File: src/rtl/mslp_pkg.sv
// Shared types and constants for the motor slew limit and pulse output block.
`default_nettype none
package mslp_pkg;

  localparam int ACTION_W   = 2;
  localparam int MOTOR_W    = 3;
  localparam int THR_W      = 17;
  localparam int CMP_W      = 16;
  localparam int CFG_IDX_W  = 3;
  localparam int CFG_DATA_W = 16;

  // Adjusted throttle at or above this sets the calibrate-high latch (0.1 full scale).
  localparam logic [THR_W-1:0] CAL_SPLIT = 17'd6554;

  localparam logic [ACTION_W-1:0] ACT_ARMED     = 2'd0;
  localparam logic [ACTION_W-1:0] ACT_CALIBRATE = 2'd1;
  localparam logic [ACTION_W-1:0] ACT_DISARMED  = 2'd2;

  localparam logic [CFG_IDX_W-1:0] REG_RES_REDUX  = 3'd0;
  localparam logic [CFG_IDX_W-1:0] REG_THREE_D    = 3'd1;
  localparam logic [CFG_IDX_W-1:0] REG_RANGE      = 3'd2;
  localparam logic [CFG_IDX_W-1:0] REG_IDLE       = 3'd3;
  localparam logic [CFG_IDX_W-1:0] REG_CAL_LOW    = 3'd4;
  localparam logic [CFG_IDX_W-1:0] REG_CAL_HIGH   = 3'd5;
  localparam logic [CFG_IDX_W-1:0] REG_DISARM     = 3'd6;
  localparam logic [CFG_IDX_W-1:0] REG_DISARM_3D  = 3'd7;

  typedef struct packed {
    logic             res_redux_enable;
    logic             three_d_mode;
    logic [CMP_W-1:0] pulse_range;
    logic [CMP_W-1:0] idle_pulse;
    logic [CMP_W-1:0] calibrate_low_pulse;
    logic [CMP_W-1:0] calibrate_high_pulse;
    logic [CMP_W-1:0] disarm_pulse;
    logic [CMP_W-1:0] disarm_pulse_3d;
  } cfg_t;

  typedef struct packed {
    logic                output_enabled;
    logic [THR_W-1:0]    throttle;
    logic [MOTOR_W-1:0]  motor_index;
    logic [ACTION_W-1:0] action;
  } in_item_t;

  typedef struct packed {
    logic                cal_high;
    logic [THR_W-1:0]    throttle;
    logic [MOTOR_W-1:0]  motor_index;
    logic [ACTION_W-1:0] action;
  } lim_item_t;

  typedef struct packed {
    logic [CMP_W-1:0]   compare_value;
    logic [MOTOR_W-1:0] out_motor;
  } out_item_t;

endpackage
`default_nettype wire

File: src/rtl/mslp_regs.sv
// Configuration register file written through the plain write port.
`default_nettype none
module mslp_regs
  import mslp_pkg::*;
(
  input  wire logic                  clk,
  input  wire logic                  rst,
  input  wire logic                  cfg_wr_en,
  input  wire logic [CFG_IDX_W-1:0]  cfg_index,
  input  wire logic [CFG_DATA_W-1:0] cfg_data,
  output cfg_t                       cfg
);

  always_ff @(posedge clk) begin
    if (rst) begin
      cfg <= '0;
    end else if (cfg_wr_en) begin
      case (cfg_index)
        REG_RES_REDUX: cfg.res_redux_enable     <= cfg_data[0];
        REG_THREE_D:   cfg.three_d_mode         <= cfg_data[0];
        REG_RANGE:     cfg.pulse_range          <= cfg_data;
        REG_IDLE:      cfg.idle_pulse           <= cfg_data;
        REG_CAL_LOW:   cfg.calibrate_low_pulse  <= cfg_data;
        REG_CAL_HIGH:  cfg.calibrate_high_pulse <= cfg_data;
        REG_DISARM:    cfg.disarm_pulse         <= cfg_data;
        REG_DISARM_3D: cfg.disarm_pulse_3d      <= cfg_data;
        default: ;
      endcase
    end
  end

endmodule
`default_nettype wire

File: src/rtl/mslp_limit.sv
// Per-motor deadband hold and slew limiting, calibrate latch, and the stage register after it.
`default_nettype none
module mslp_limit
  import mslp_pkg::*;
#(
  parameter int MOTORS    = 8,
  parameter int DEADBAND  = 164,
  parameter int SLEW_STEP = 33
) (
  input  wire logic clk,
  input  wire logic rst,
  input  wire logic load,
  input  wire logic res_redux_enable,
  input  in_item_t  item,
  output logic      keep,
  output lim_item_t lim_q
);

  localparam int IDX_W = (MOTORS > 1) ? $clog2(MOTORS) : 1;
  localparam logic [THR_W-1:0] DB   = THR_W'(DEADBAND);
  localparam logic [THR_W-1:0] STEP = THR_W'(SLEW_STEP);

  logic [THR_W-1:0] prev_thr [MOTORS];
  logic             cal_latch;

  logic [IDX_W-1:0] slot;
  logic             in_range;
  logic [THR_W-1:0] prev;
  logic             up;
  logic [THR_W-1:0] diff;
  logic [THR_W-1:0] adj;
  logic             wr_prev;
  logic             is_motor0;
  logic             cal_high;

  always_comb begin
    in_range  = int'(item.motor_index) < MOTORS;
    slot      = IDX_W'(item.motor_index);
    prev      = prev_thr[slot];
    up        = item.throttle > prev;
    diff      = up ? (item.throttle - prev) : (prev - item.throttle);
    adj       = item.throttle;
    wr_prev   = 1'b0;
    if (res_redux_enable) begin
      if (diff <= DB) begin
        adj = prev;
      end else begin
        wr_prev = 1'b1;
        if (diff > STEP) begin
          adj = up ? (prev + STEP) : (prev - STEP);
        end
      end
    end
    is_motor0 = item.motor_index == '0;
    // motor 0 refreshes the latch before its own output is chosen
    cal_high  = is_motor0 ? (adj >= CAL_SPLIT) : cal_latch;
    keep      = in_range && item.output_enabled;
  end

  always_ff @(posedge clk) begin
    if (rst) begin
      for (int i = 0; i < MOTORS; i++) begin
        prev_thr[i] <= '0;
      end
      cal_latch <= 1'b0;
    end else if (load && in_range) begin
      if (wr_prev) begin
        prev_thr[slot] <= adj;
      end
      if (is_motor0) begin
        cal_latch <= cal_high;
      end
    end
  end

  always_ff @(posedge clk) begin
    if (load) begin
      lim_q.cal_high    <= cal_high;
      lim_q.throttle    <= adj;
      lim_q.motor_index <= item.motor_index;
      lim_q.action      <= item.action;
    end
  end

endmodule
`default_nettype wire

File: src/rtl/mslp_map.sv
// Compare value selection by action, with the armed throttle scaling, into the result register.
`default_nettype none
module mslp_map
  import mslp_pkg::*;
(
  input  wire logic clk,
  input  wire logic load,
  input  cfg_t      cfg,
  input  lim_item_t lim,
  output out_item_t res_q
);

  logic [THR_W+CMP_W-1:0] prod;
  logic [CMP_W-1:0]       cmp;

  always_comb begin
    prod = {{CMP_W{1'b0}}, lim.throttle} * {{THR_W{1'b0}}, cfg.pulse_range};
    case (lim.action)
      ACT_ARMED: begin
        cmp = prod[CMP_W+15:16] + cfg.idle_pulse;
      end
      ACT_CALIBRATE: begin
        cmp = lim.cal_high ? cfg.calibrate_high_pulse : cfg.calibrate_low_pulse;
      end
      default: begin
        // disarmed, and the unused code acts the same
        cmp = cfg.three_d_mode ? cfg.disarm_pulse_3d : cfg.disarm_pulse;
      end
    endcase
  end

  always_ff @(posedge clk) begin
    if (load) begin
      res_q.out_motor     <= lim.motor_index;
      res_q.compare_value <= cmp;
    end
  end

endmodule
`default_nettype wire

File: src/rtl/motor_slew_limit_pulse_out_top.sv
// Top level: motor throttle slew limiter and timer compare value generator.
//
//   channel   | direction | handshake                     | payload
//   s_axis    | in        | s_axis_tvalid / s_axis_tready | action, motor, throttle, enable
//   m_axis    | out       | m_axis_tvalid / m_axis_tready | out_motor, compare_value
//   cfg       | in        | cfg_wr_en (no wait)           | cfg_index, cfg_data
//
// One item per cycle sustained while m_axis does not stall; an accepted item passes
// through the input register, then the limiter stage register, then the result
// register, from which its result is presented on m_axis.
// The previous-value registers update as the item leaves the input register, so the
// next item for the same motor sees them in the following cycle.
// Reset clears all valid flags, configuration, previous values and the latch at once.
// A stall on m_axis holds each full stage; empty stages keep accepting.
`default_nettype none
module motor_slew_limit_pulse_out_top
  import mslp_pkg::*;
#(
  parameter int MOTORS    = 8,
  parameter int DEADBAND  = 164,
  parameter int SLEW_STEP = 33
) (
  input  wire logic                  clk,
  input  wire logic                  rst,
  input  wire logic                  s_axis_tvalid,
  output logic                       s_axis_tready,
  // [1:0] action, [4:2] motor_index, [21:5] throttle, [22] output_enabled, [23] unused
  input  wire logic [23:0]           s_axis_tdata,
  output logic                       m_axis_tvalid,
  input  wire logic                  m_axis_tready,
  // [2:0] out_motor, [18:3] compare_value, [23:19] zero
  output logic [23:0]                m_axis_tdata,
  input  wire logic                  cfg_wr_en,
  input  wire logic [CFG_IDX_W-1:0]  cfg_index,
  input  wire logic [CFG_DATA_W-1:0] cfg_data
);

  cfg_t      cfg;
  in_item_t  in_q;
  lim_item_t lim_q;
  out_item_t res_q;
  logic      keep;

  logic v0, v1, v2;
  logic r0, r1, r2;

  assign r2 = !v2 || m_axis_tready;
  assign r1 = !v1 || r2;
  assign r0 = !v0 || r1;
  assign s_axis_tready = r0;

  always_ff @(posedge clk) begin
    if (rst) begin
      v0 <= 1'b0;
      v1 <= 1'b0;
      v2 <= 1'b0;
    end else begin
      if (r0) v0 <= s_axis_tvalid;
      // drop items that give no result once their state update is done
      if (r1) v1 <= v0 && keep;
      if (r2) v2 <= v1;
    end
  end

  always_ff @(posedge clk) begin
    if (s_axis_tvalid && r0) begin
      in_q <= s_axis_tdata[22:0];
    end
  end

  mslp_regs u_regs (
    .clk       (clk),
    .rst       (rst),
    .cfg_wr_en (cfg_wr_en),
    .cfg_index (cfg_index),
    .cfg_data  (cfg_data),
    .cfg       (cfg)
  );

  mslp_limit #(
    .MOTORS    (MOTORS),
    .DEADBAND  (DEADBAND),
    .SLEW_STEP (SLEW_STEP)
  ) u_limit (
    .clk              (clk),
    .rst              (rst),
    .load             (v0 && r1),
    .res_redux_enable (cfg.res_redux_enable),
    .item             (in_q),
    .keep             (keep),
    .lim_q            (lim_q)
  );

  mslp_map u_map (
    .clk   (clk),
    .load  (v1 && r2),
    .cfg   (cfg),
    .lim   (lim_q),
    .res_q (res_q)
  );

  assign m_axis_tvalid = v2;
  assign m_axis_tdata  = {5'b0, res_q};

endmodule
`default_nettype wire

File: config.mk
export PLATFORM = sky130hd
export DESIGN_NAME = motor_slew_limit_pulse_out_top
export DESIGN_NICKNAME = d
export VERILOG_FILES = /design/src/rtl/mslp_pkg.sv /design/src/rtl/mslp_regs.sv /design/src/rtl/mslp_limit.sv /design/src/rtl/mslp_map.sv /design/src/rtl/motor_slew_limit_pulse_out_top.sv
export SDC_FILE = /design/constraint.sdc
export NUM_CORES = 1
export LEC_CHECK = 0
export ABC_AREA = 1
export ABC_CLOCK_PERIOD_IN_PS = 7800
export BUFFER_PORTS_ARGS = -buffer_cell sky130_fd_sc_hd__buf_2
export CORE_ASPECT_RATIO = 1.5
export CORE_UTILIZATION = 32
export CTS_CLUSTER_DIAMETER = 40
export CTS_CLUSTER_SIZE = 24
export DETAILED_ROUTE_END_ITERATION = 6
export SYNTH_ARGS = -nofsm -noshare
export SYNTH_HDL_FRONTEND = slang
export SYNTH_SLANG_ARGS = --single-unit
File: constraint.sdc
create_clock -name clk -period 7.8 [get_ports clk]
set_input_delay 1.56 -clock clk [delete_from_list [all_inputs] [get_ports clk]]
set_output_delay 1.56 -clock clk [all_outputs]
set_load 0.005 [all_outputs]
==> reports/qor.csv <==
stage,metric,value,unit
status,status,finished clean,
detailed_routing,drc,0,
power,seqPwrFrac,0.378,
worst_hold_path,hp-class,reg -> reg,
place,gp_congestion,0.8904,
die,start_util,0.3236,
global_route,grt_usage,0.1760,
timing,setup_viol,0,
setup_path,reg2reg_to,u_map.res_q[14],
worst_hold_path,worstHoldEndpoint,u_limit.lim_q[1],
detailed_routing,detail_route.wl_per_cell,16.07,um
cts,htree_levels,1,
detailed_routing,viasPerCell,4.785,
detailed_routing,vias,21080,
place,dp_hpwl,54.60,mm
cts,cts_sinks,306,
timing,finalHoldViolCount,0,
power,power.leakage,14.53,nW
global_route,first_global_vias,21330,
setup_path,cpPeakStageDelay,600,ps
timing,max_freq,131.3,MHz
power,combPwrFrac,0.317,
global_route,grt_pass1_wl,112.1,mm
detailed_routing,ant_nets,0,
cells_and_area,nets,3778,
power,power,4.835,mW
die,die_h,347.5,um
power,switchingPower,1.718,mW
cts,cts_tree,yes,
setup_path,r2r_setup_slack,190,ps
cells_and_area,n_fill_cell,8081,
setup_path,path_buf_inv,7,
place,place_area,27620,sq um
global_route,grt_overflow,0,
timing,fin_worst_skew,33.78,ps
cells_and_area,layout_common_cells,"nand2_1, inv_1, nor2_1",
yosys,synth_area,25460,sq um
cells_and_area,final_cell_area,29000,sq um
detailed_routing,wirelength,70.78,mm
timing,rsz0062_at_grt,yes,
setup_path,path_max_fanout,9,
yosys,synth-seq-area-share,0.3196,
cells_and_area,final_common_cell,nand2_1,
global_route,grt_start_max_net_pins,104,
die,die_w,232.3,um
power,netSwitchingFraction,0.3552,
yosys,yosysUniqueCellTypes,53,
die,dieArea,80720,sq um
timing,slew_headroom,0.2422,
power,internal_power,3.118,mW
setup_path,critPathTopFamily,adder cells,
setup_path,r2r.worst_path.cells,34,
setup_path,path_class,reg -> reg,
cts,clk_pin_slew,80,ps
detailed_routing,drt_iter0_drc,1311,
timing,post-route-min-period,7615,ps
cts,clk_latency,590,ps
cells_and_area,drive_gt1_frac,0.1199,
setup_path,crit_top_cell,fa_1,
cts,cts_root_buf,clkbuf_16,
detailed_routing,firstDrtPassIters,5,
timing,tns,0,ps
yosys,ys_seq_elements,306,
cts,cts_max_path_buffers,3,
setup_path,end_kind,register,
die,num_rows,126,
worst_hold_path,min_path_cells,0,
job,drv_cap,0,
setup_path,cp-start-kind,register,
power,power_density,166.7,nW/um^2
yosys,synth_edf_count,201,
cts,cts_buffers,27,
power,peakVddDrop,0.1672,mV
setup_path,cp_data_required_time,8140,ps
yosys,synthCells,3242,
timing,finalMaxSlewViolations,0,
yosys,syn_avg_cell_area,7.853,sq um
timing,period_share,0.9763,
place,port_buffers,67,
global_route,antenna_found_initial,5,
setup_path,r2r-start,u_limit.lim_q[14],
cells_and_area,area_growth,13.92,%
yosys,yosys_warnings,0,
worst_hold_path,hp-start,in_q[1],
yosys,yosys_most_used_dff,edfxtp_1,
timing,tightest_slew,1133,ps
power,clkPwrFrac,0.305,
die,core-area,78670,sq um
setup_path,critPathSlowestCell,fa_1,
die,ios,74,
yosys,async_reset_ff_frac,0,
setup_path,cp_data_arrival_time,7950,ps
==> cell families after synthesis <==
group | after synthesis | share of synthesized area
AOI/OAI and AO/OA | 397 | 0.08930
xor gates and xnor gates | 49 | 0.01686
adders and majority gates | 371 | 0.2442
buffers and inverters | 752 | 0.1132
DFF | 306 | 0.3196
other | 1 | 0.0001473
and+or+nand+nor | 1366 | 0.2166
==> state kept, by name, summed over array words and instances, names as in the netlist, named ones only <==
| name | flops |
|---|---|
| v1 | 1 |
| u_limit.cal_latch | 1 |
| u_map.res_q | 19 |
| in_q | 23 |
| v0 | 1 |
| m_axis_tvalid | 1 |
| u_limit.lim_q | 23 |
| u_regs.cfg | 98 |
| u_limit.prev_thr | 136 |
==> stage by stage <==
stage / hold WS, ps / utilization / cells / setup WS [ps]
2_1_floorplan: 400.3 / - / 3246 / 493.0
3_3_place_gp: 406.0 / 0.3510 / 4337 / -143.3
3_5_place_dp: 410.1 / 0.3510 / 4337 / -120.6
4_1_cts: 423.2 / 0.3638 / 4388 / 21.56
5_1_grt: 427.1 / 0.3687 / 4403 / -164.2
6_report: 421.7 / 0.3687 / 4404 / 185.2
==> power by group through the flow <==
stage / clock [mW] / combinational [mW] / sequential (mW)
final: 1.47 / 1.54 / 1.83
after global placement: 0 / 1.46 / 1.86
after floorplan: 0 / 1.06 / 1.84
after detailed placement: 0 / 1.47 / 1.86
after CTS: 1.50 / 1.49 / 1.83
after global routing: 1.56 / 1.72 / 1.83
==> timing repair <==
item,CTS,global route
setup endpoints to repair,4,8
setup buffers,2,16
gates cloned,0,0
gates resized for setup,9,76
hold buffers,0,0
pin swaps,3,61
==> worst register-to-register path: cells and delay by family (launching register included) <==
kind	cells	cell delay [ps]
flip-flops	1	480
buffers and inverters	7	650
XOR/XNOR	1	110
adder cells (fa/ha/maj)	8	3730
AO/OA/AOI/OAI	8	1240
AND/OR/NAND/NOR	10	1210
==> Yosys cell counts (all sizes together) (4+ instances only) <==
cell    number  area (sq um)
o21ai      229          1146
nor2       578          2246
inv        604          2267
o32ai       32         280.3
edfxtp     201          6036
nor3        11         60.06
a21oi       88         455.4
nand3       90         470.5
xnor2       12         105.1
dfxtp      105          2102
o211ai       4         30.03
nand2      661          2551
a21o         7         52.55
o21bai       4         30.03
xor2        37         324.1
nor4         5         37.53
nand4       15         108.9
clkbuf     119         447.9
buf         28         162.6
o221ai      16         140.1
fa         210          4204
ha         161          2014
==> worst max-delay path by stage <==
stage / start / endpoint / slack (ps) / depth (start not counted)
after floorplan: u_limit.lim_q[16] / u_map.res_q[15] / 490 / 41
after global placement: u_limit.lim_q[10] / u_map.res_q[15] / -140 / 40
after detailed placement: u_limit.lim_q[10] / u_map.res_q[15] / -120 / 41
after CTS: u_regs.cfg[84] / u_map.res_q[15] / 20 / 40
after global routing: u_limit.lim_q[8] / u_map.res_q[15] / -160 / 46
final: u_limit.lim_q[14] / u_map.res_q[14] / 190 / 34
==> area by class of cell <==
class	count	area, sq um	share of cell area
antenna	1	2.502	0.00008628
inverter	605	2271	0.07830
multi-input combinational	2188	14710	0.5072
timing repair buffer	231	1629	0.05617
clock inverter	19	279.0	0.009620
sequential	306	8144	0.2808
clock buffer	30	686.9	0.02368
tap	1024	1281	0.04417
==> metal layers <==
layer | track usage | vias up | share of wire
met1 | 0.2039 | 10240 | 0.40
met4 | 0.06995 | 6 | 0.036
met2 | 0.3310 | 423 | 0.53
met5 | 0 | - | 0.00052
li1 | - | 10280 | -
met3 | 0.01147 | 129 | 0.033
(Power assumes the default switching activity.)
